## src/rtl/ray_box_slab_intersect_core_defines.svh

```systemverilog
// assertion macros for the ray box slab intersect core
`ifndef RAY_BOX_SLAB_INTERSECT_CORE_DEFINES_SVH
`define RAY_BOX_SLAB_INTERSECT_CORE_DEFINES_SVH

// condition implies consequence in the same cycle
`define RBSI_ASSERT_HOLDS(lbl, pre, post) \
  lbl: assert property (@(posedge clk) disable iff (!rst_n) (pre) |-> (post)) \
    else $error("rbsi check failed");

// condition never seen
`define RBSI_ASSERT_NEVER(lbl, cond) \
  lbl: assert property (@(posedge clk) disable iff (!rst_n) !(cond)) \
    else $error("rbsi forbidden condition");

`endif

```

## src/rtl/rbsi_pkg.sv

```systemverilog
// shared types and constants for the ray box slab intersect core
`timescale 1ns / 1ps
`default_nettype none
package rbsi_pkg;

  localparam int FRAC_BITS   = 16;
  localparam int NUM_AXES    = 3;
  localparam int NUM_FACES   = 6;
  localparam int CFG_INDEX_W = 3;
  localparam int FACE_W      = 3;
  localparam int SLAB_STAGES = 4;

  typedef enum logic [CFG_INDEX_W-1:0] {
    REG_BOX_MIN_X = 3'd0,
    REG_BOX_MIN_Y = 3'd1,
    REG_BOX_MIN_Z = 3'd2,
    REG_BOX_MAX_X = 3'd3,
    REG_BOX_MAX_Y = 3'd4,
    REG_BOX_MAX_Z = 3'd5
  } cfg_reg_t;

  localparam logic [FACE_W-1:0] FACE_MIN_X = 3'd0;
  localparam logic [FACE_W-1:0] FACE_MIN_Y = 3'd1;
  localparam logic [FACE_W-1:0] FACE_MIN_Z = 3'd2;
  localparam logic [FACE_W-1:0] FACE_MAX_X = 3'd3;
  localparam logic [FACE_W-1:0] FACE_MAX_Y = 3'd4;
  localparam logic [FACE_W-1:0] FACE_MAX_Z = 3'd5;

  typedef struct packed {
    logic zero;
    logic in_slab;
    logic dneg;
    logic qneg_min;
    logic qneg_max;
  } axis_flag_t;

endpackage
`default_nettype wire

```

## src/rtl/rbsi_slab.sv

```systemverilog
// slab intervals, interval intersection and entry saturation
`timescale 1ns / 1ps
`default_nettype none
module rbsi_slab #(
  parameter int W = 32
) (
  input  wire logic                             clk,
  input  wire logic                             rst_n,
  input  wire logic                             en,
  input  wire logic                             v_in,
  input  wire logic [W+rbsi_pkg::FRAC_BITS-1:0] qmin [rbsi_pkg::NUM_AXES],
  input  wire logic [W+rbsi_pkg::FRAC_BITS-1:0] qmax [rbsi_pkg::NUM_AXES],
  input  wire rbsi_pkg::axis_flag_t             flags [rbsi_pkg::NUM_AXES],
  output logic                                  v_out,
  output logic                                  hit_out,
  output logic signed [W-1:0]                   entry_out
);
  import rbsi_pkg::*;

  localparam int NW = W + FRAC_BITS;
  localparam int TW = NW + 2;
  localparam logic signed [TW-1:0] T_INF    = {2'b01, {NW{1'b0}}};
  localparam logic signed [TW-1:0] T_SAT_HI = TW'({1'b0, {(W-1){1'b1}}});
  localparam logic signed [TW-1:0] T_SAT_LO = -T_SAT_HI - TW'(1);

  // per axis interval
  logic                 va_r;
  logic signed [TW-1:0] lo_a_r [NUM_AXES];
  logic signed [TW-1:0] hi_a_r [NUM_AXES];
  logic                 miss_a_r [NUM_AXES];
  logic signed [TW-1:0] lo_a_nxt [NUM_AXES];
  logic signed [TW-1:0] hi_a_nxt [NUM_AXES];
  logic                 miss_a_nxt [NUM_AXES];

  always_comb begin
    logic signed [TW-1:0] tmin;
    logic signed [TW-1:0] tmax;
    for (int a = 0; a < NUM_AXES; a++) begin
      tmin = $signed(TW'(qmin[a]));
      tmax = $signed(TW'(qmax[a]));
      if (flags[a].qneg_min) tmin = -tmin;
      if (flags[a].qneg_max) tmax = -tmax;
      if (flags[a].zero) begin
        lo_a_nxt[a] = -T_INF;
        hi_a_nxt[a] = T_INF;
      end else if (flags[a].dneg) begin
        lo_a_nxt[a] = tmax;
        hi_a_nxt[a] = tmin;
      end else begin
        lo_a_nxt[a] = tmin;
        hi_a_nxt[a] = tmax;
      end
      miss_a_nxt[a] = flags[a].zero && !flags[a].in_slab;
    end
  end

  // x and y combined
  logic                 vb_r;
  logic signed [TW-1:0] lo_b_r, hi_b_r, lo_z_r, hi_z_r;
  logic                 miss_b_r;

  // z combined
  logic                 vc_r;
  logic signed [TW-1:0] lo_c_r;
  logic                 hit_c_r;

  // entry saturation
  logic                 vd_r;
  logic                 hit_d_r;
  logic signed [W-1:0]  entry_d_r;
  logic signed [W-1:0]  entry_d_nxt;

  always_comb begin
    if (lo_c_r > T_SAT_HI) begin
      entry_d_nxt = T_SAT_HI[W-1:0];
    end else if (lo_c_r < T_SAT_LO) begin
      entry_d_nxt = T_SAT_LO[W-1:0];
    end else begin
      entry_d_nxt = lo_c_r[W-1:0];
    end
  end

  always_ff @(posedge clk) begin
    if (!rst_n) begin
      va_r <= 1'b0;
      vb_r <= 1'b0;
      vc_r <= 1'b0;
      vd_r <= 1'b0;
    end else if (en) begin
      va_r <= v_in;
      vb_r <= va_r;
      vc_r <= vb_r;
      vd_r <= vc_r;
    end
  end

  always_ff @(posedge clk) begin
    if (en) begin
      lo_a_r   <= lo_a_nxt;
      hi_a_r   <= hi_a_nxt;
      miss_a_r <= miss_a_nxt;

      miss_b_r <= miss_a_r[0] || miss_a_r[1] || miss_a_r[2] ||
                  (lo_a_r[0] > hi_a_r[1]) || (lo_a_r[1] > hi_a_r[0]);
      lo_b_r   <= (lo_a_r[1] > lo_a_r[0]) ? lo_a_r[1] : lo_a_r[0];
      hi_b_r   <= (hi_a_r[1] < hi_a_r[0]) ? hi_a_r[1] : hi_a_r[0];
      lo_z_r   <= lo_a_r[2];
      hi_z_r   <= hi_a_r[2];

      hit_c_r  <= !(miss_b_r || (lo_b_r > hi_z_r) || (lo_z_r > hi_b_r));
      lo_c_r   <= (lo_z_r > lo_b_r) ? lo_z_r : lo_b_r;

      hit_d_r   <= hit_c_r;
      entry_d_r <= entry_d_nxt;
    end
  end

  assign v_out     = vd_r;
  assign hit_out   = hit_d_r;
  assign entry_out = entry_d_r;

endmodule
`default_nettype wire

```

## config.mk

```make
export PLATFORM = sky130hd
export DESIGN_NAME = rbsi_slab
export DESIGN_NICKNAME = d
export VERILOG_FILES = /design/src/rtl/ray_box_slab_intersect_core_defines.svh /design/src/rtl/rbsi_pkg.sv /design/src/rtl/rbsi_slab.sv
export SDC_FILE = /design/constraint.sdc
export NUM_CORES = 2
export LEC_CHECK = 0
export ABC_AREA = 1
export BUFFER_PORTS_ARGS = -buffer_cell sky130_fd_sc_hd__buf_2
export CELL_PAD_IN_SITES_DETAIL_PLACEMENT = 0
export CELL_PAD_IN_SITES_GLOBAL_PLACEMENT = 1
export CORE_ASPECT_RATIO = 0.6
export CORE_MARGIN = 4
export CORE_UTILIZATION = 46
export DETAILED_ROUTE_END_ITERATION = 10
export PLACE_DENSITY_LB_ADDON = 0.1
export SETUP_SLACK_MARGIN = 0.02
export SLEW_MARGIN = 20
export SYNTH_ARGS = -nofsm -noshare
export SYNTH_HDL_FRONTEND = slang
export SYNTH_SLANG_ARGS = --single-unit
export TNS_END_PERCENT = 30
```

## constraint.sdc

```tcl
create_clock -name clk -period 2.35 [get_ports clk]
set_input_delay 0.5875 -clock clk [delete_from_list [all_inputs] [get_ports clk]]
set_output_delay 0.5875 -clock clk [all_outputs]
set_load 0.1 [all_outputs]
```

======== Yosys cells after proc, flatten, opt, wreduce, memory -nomap -nowiden ========
Cells that the tools add are included.
word-level totals
  bits in registers ....................... 592
  input bits .............................. 307
  output and inout bits ................... 34
  word-level logic and storage cells ...... 66
cells by class
  $add $sub $neg .......................... 6
  $lt $le $gt $ge ......................... 9
  muxes and demuxes ....................... 16
  reduce and logical (&&, ||, !) cells .... 13
operators with widths
  kind                                                   number
  two-way mux 50 bit                                     15
  > comparator 50 bit                                    6
  negation 48 -> 50 bit                                  6
  > comparator 50 x 32 -> 1 bit (second input constant)  1
  < comparator 50 x 32 -> 1 bit (second input constant)  1
  < comparator 50 bit                                    1
  two-way mux 32 bit                                     1
  logical OR 1 bit                                       6
  logical NOT 1 bit                                      4
  logical AND 1 bit                                      3

======== Depth between registers and ports, before layout ========
  depth after elaboration ................. 4
  gate-level depth with buffers ........... 17
  gate-level depth less buffers ........... 16

======== Worst setup path before layout ========
Ideal clock, no wire load.
  kind .................................... in2reg
  start point ............................. input qmin[97] (netlist name)
  end point ............................... register lo_a_r[134] (netlist name), data pin
  arrival ................................. 1.923 ns
  data required time ...................... 2.098 ns
  slack ................................... 0.175 ns
  cell stages on the path ................. 12
  cell sequence ........................... inv_1 -> ha_1 -> nand3_2 -> nor2_1 -> nand2_1 -> nand2_1 -> nand3_1 -> nor2_4 -> o21ai_0 -> xor2_1 -> nor2_1 -> nor2_1
on the way
  cells in the longest elaborated chain, start to end .. 3
ends and longest elaborated chain
  element                 line             text
  start: declaration      rbsi_slab.sv:11  input wire logic [W+rbsi_pkg::FRAC_BITS-1:0] qmin [rbsi_pkg::NUM_AXES],
  negation 48 -> 50 bit   rbsi_slab.sv:41  if (flags[a].qneg_min) tmin = -tmin;
  two-way mux 50 bit      rbsi_slab.sv:41
  two-way mux 50 bit      rbsi_slab.sv:46  end else if (flags[a].dneg) begin
  end signal: assignment  rbsi_slab.sv:99  lo_a_r <= lo_a_nxt;
  end: declaration        rbsi_slab.sv:28  logic signed [TW-1:0] lo_a_r [NUM_AXES];
Every way passes these cells.
A chain may end at the register's enable or synchronous reset.

======== Worst setup path after layout ========
  start point ............................. register hi_a_r[117] (netlist name)
  end point ............................... register hi_b_r[16], data pin
on the way
  cells in the longest elaborated chain, start to end .. 2
ends and longest elaborated chain
  element                   line              text
  start: declaration        rbsi_slab.sv:29   logic signed [TW-1:0] hi_a_r [NUM_AXES];
  start signal: assignment  rbsi_slab.sv:100  hi_a_r <= hi_a_nxt;
  < comparator 50 bit       rbsi_slab.sv:106  hi_b_r <= (hi_a_r[1] < hi_a_r[0]) ? hi_a_r[1] : hi_a_r[0];
  two-way mux 50 bit        rbsi_slab.sv:106
  end signal: assignment    rbsi_slab.sv:106
  end: declaration          rbsi_slab.sv:59   logic signed [TW-1:0] lo_b_r, hi_b_r, lo_z_r, hi_z_r;
Every way passes these cells.

==> results_dict.tcl <==
set metrics [dict create \
    finalSetupViolations 153 \
    fill_cells 8635 \
    insertion_delay_ns 0.67 \
    relSlewSlack_pct 54.9 \
    post_dp_cell_area_mm2 0.0568 \
    cts-root-buf "clkbuf_16" \
    path_max_fanout 8 \
    switching_share_pct 36.5 \
    ant_nets 0 \
    grt_pass1_wl_um 274000 \
    fin_crit_sh_pct 116 \
    drive_gt1_share_pct 27.2 \
    rrSetupSlack_ns -0.37 \
    grt_pass1_vias 42500 \
    yosysWarnings 0 \
    ir_drop_v 0.000607 \
    post-dp-hpwl_um 159000 \
    htreeDepth 2 \
    num-nets-final 8014 \
    fin_skew_ns 0.0323 \
    hold_start "v_in" \
    outcome "finished with violations" \
    area_growth_syn_to_layout_pct 35.7 \
    tightest_slew_ns 0.671 \
    timing.final.ws_setup_ns -0.368 \
    worstSetupPathType "reg2reg" \
    die_h_um 249 \
    grt_use_total_pct 36.0 \
    syn_inst 5880 \
    grt-ovfl-total 0 \
    r2r_end "hi_b_r[16]" \
    tritoncts "yes" \
    avgViaCountPerCell 5.41 \
    rr_worst_depth 14 \
    comb_power_share_pct 36.3 \
    endpoint_kind "flip-flop" \
    cp_data_required_time_ns 2.76 \
    p_leak_nw 29.7 \
    netlist_area_mm2 0.0445 \
    violations "setup timing" \
    synth_common_cells "nand2_1, nor2_1, inv_1" \
    endpoint "hi_b_r[16]" \
    core_mm2 0.0960 \
    r2r-start "hi_a_r[117]" \
    die_area_mm2 0.102 \
    antenna_found_initial 5 \
    cts_hold_buf 0 \
    worst_ep_arrival_time_ns 3.13 \
    maxCapViolCount 0 \
    p_clk_share_pct 26.2 \
    cts.clk_slew.worst_paths_ns 0.07 \
    wirelength_um 195000 \
    synth.most_common_cell "nand2_1" \
    power_w 0.0378 \
    wl_per_cell_um 22.4 \
    avgSynthCellArea_um2 7.57 \
    via_count 47100 \
    fmax_ghz 0.368 \
    pwr-share-seq_pct 37.5 \
    hold_viol 0 \
    num_rows 88 \
    ys_ff_latch 592 \
    gp_routability_congestion 1.07 \
    clk_path_buf_depth 3 \
    critPathLaunchType "flip-flop" \
    power_density_mw_per_mm2 626 \
    cts.sinks 592 \
    synth_edf_count 588 \
    synth_top_flop_cell "edfxtp_1" \
    start_util_pct 46.4 \
    ios 341 \
    design_area_mm2 0.0604 \
    first_pass_iters 6 \
    io_buffers 340 \
    drtIter0Drc 6263 \
    fin_crit_ns 2.72 \
    synth_top_area_cell "edfxtp_1" \
    hold_class "in2reg" \
    die_w_um 410 \
    netlist-cell-type-count 52 \
    synth.yosys.seq_area_share_pct 39.8 \
    rsz0062_at_grt "true" \
    p_sw_w 0.0138 \
    numCtsBuffers 56 \
    synthArstFlopShare_pct 0 \
    crit_path_start "hi_a_r[117]" \
    syn_nets 6542 \
    drc 0 \
    grt_max_degree 110 \
    yosysTopAreaCellShare_pct 39.7 \
    p_int_w 0.0240 \
    synth.area.top_cells "edfxtp_1, nand2_1, ha_1" \
    finalMaxSlewViolations 0 \
]
-- worst max-delay path, stage by stage, from the launching register on --
cell and delay, ns:
edfxtp_1 0.51, inv_1 0.10, ha_1 0.30, a21oi_1 0.15, o21ai_0 0.14, nor2_1 0.16, nand3_2 0.15, buf_12 0.17
nand2_4 0.10, nand2_4 0.08, nand2_8 0.09, nand2_8 0.16, clkbuf_16 0.24, nand2_2 0.05, nand2_1 0.06
-- registers in the layout, summed over array words and instances (netlist names) --
register / count
lo_a_r: 150
hi_b_r: 50
hit_c_r: 1
vc_r: 1
miss_b_r: 1
va_r: 1
lo_z_r: 50
hi_a_r: 150
hi_z_r: 50
vb_r: 1
lo_b_r: 50
entry_out: 32
hit_out: 1
lo_c_r: 50
miss_a_r: 3
v_out: 1
-- routing by layer --
metal	vias to the layer above	global-route usage [%]	wire length [um]
met3	156	12.2	29500
met2	2405	48.5	74300
met4	2	4.29	2250
met5	-	0	13
li1	22400	-	-
met1	22200	56.5	89000
-- metrics by stage --
step	hold slack, ns	setup TNS, ns	util [%]	worst slack (ns)	instances
floorplan	0.400	0	-	0.175	5880
global placement	0.403	-71.59	59.1	-0.496	8555
detailed placement	0.405	-79.15	59.1	-0.475	8555
CTS	0.120	-21.88	61.8	-0.231	8675
global route	0.141	-48.85	62.9	-0.437	8706
finish	0.153	-38.90	62.9	-0.368	8707
-- layout make-up --
| type | instances | area [um2] | area share (%) |
|---|---|---|---|
| clock buffer | 66 | 1440 | 2.38 |
| timing repair buffer | 1600 | 12300 | 20.3 |
| tap | 1305 | 1630 | 2.70 |
| multi-input combinational | 4328 | 23900 | 39.6 |
| clock inverter | 40 | 485 | 0.804 |
| sequential | 592 | 17700 | 29.4 |
| antenna | 2 | 5.00 | 0.00828 |
| inverter | 774 | 2910 | 4.81 |
-- worst min path at each step --
stage / end / slack (ns) / cells after the start
2_1_floorplan: hi_z_r[0] / 0.40 / 0
3_3_place_gp: hi_z_r[7] / 0.40 / 0
3_5_place_dp: hi_z_r[12] / 0.40 / 0
4_1_cts: va_r / 0.12 / 3
5_1_grt: va_r / 0.14 / 3
6_report: va_r / 0.15 / 3
-- cell families after synthesis --
group	share of synthesized area (%)
AO/OA/AOI/OAI	7.07
AND/OR/NAND/NOR	30.8
flip-flops	39.8
adder cells (fa/ha/maj)	9.97
XOR/XNOR	3.72
buffers and inverters	8.62
-- power by group through the flow --
| stage | Clock [W] | Combinational (W) | Sequential [W] |
|---|---|---|---|
| 6_report | 0.00991 | 0.0137 | 0.0142 |
| 5_1_grt | 0.0104 | 0.0148 | 0.0142 |
| 4_1_cts | 0.00993 | 0.0127 | 0.0141 |
| 3_5_place_dp | 0 | 0.0122 | 0.0144 |
| 3_3_place_gp | 0 | 0.0119 | 0.0144 |
| 2_1_floorplan | 0 | 0.00582 | 0.0147 |
-- layout by cell type, fill, tap and decap left out, drive strengths merged, types with 10 or more instances in the layout --
cell,instances
o211ai,21
edfxtp,588
o21ai,269
nand3,556
inv,778
o21a,11
ha,355
a21o,14
xor2,166
clkinv,22
buf,1590
nand4,153
or2,10
a21oi,237
nor4,22
clkbuf,76
xnor2,23
nand2,1464
nor3,49
nor2,934
-- repair_timing --
item,4_1_cts,5_1_grt
buffers inserted,11,16
pin swaps,18,32
gates cloned,3,14
setup endpoints to repair,152,153
resized for setup,109,150
Note: power is estimated with default switching activity, not from simulation.
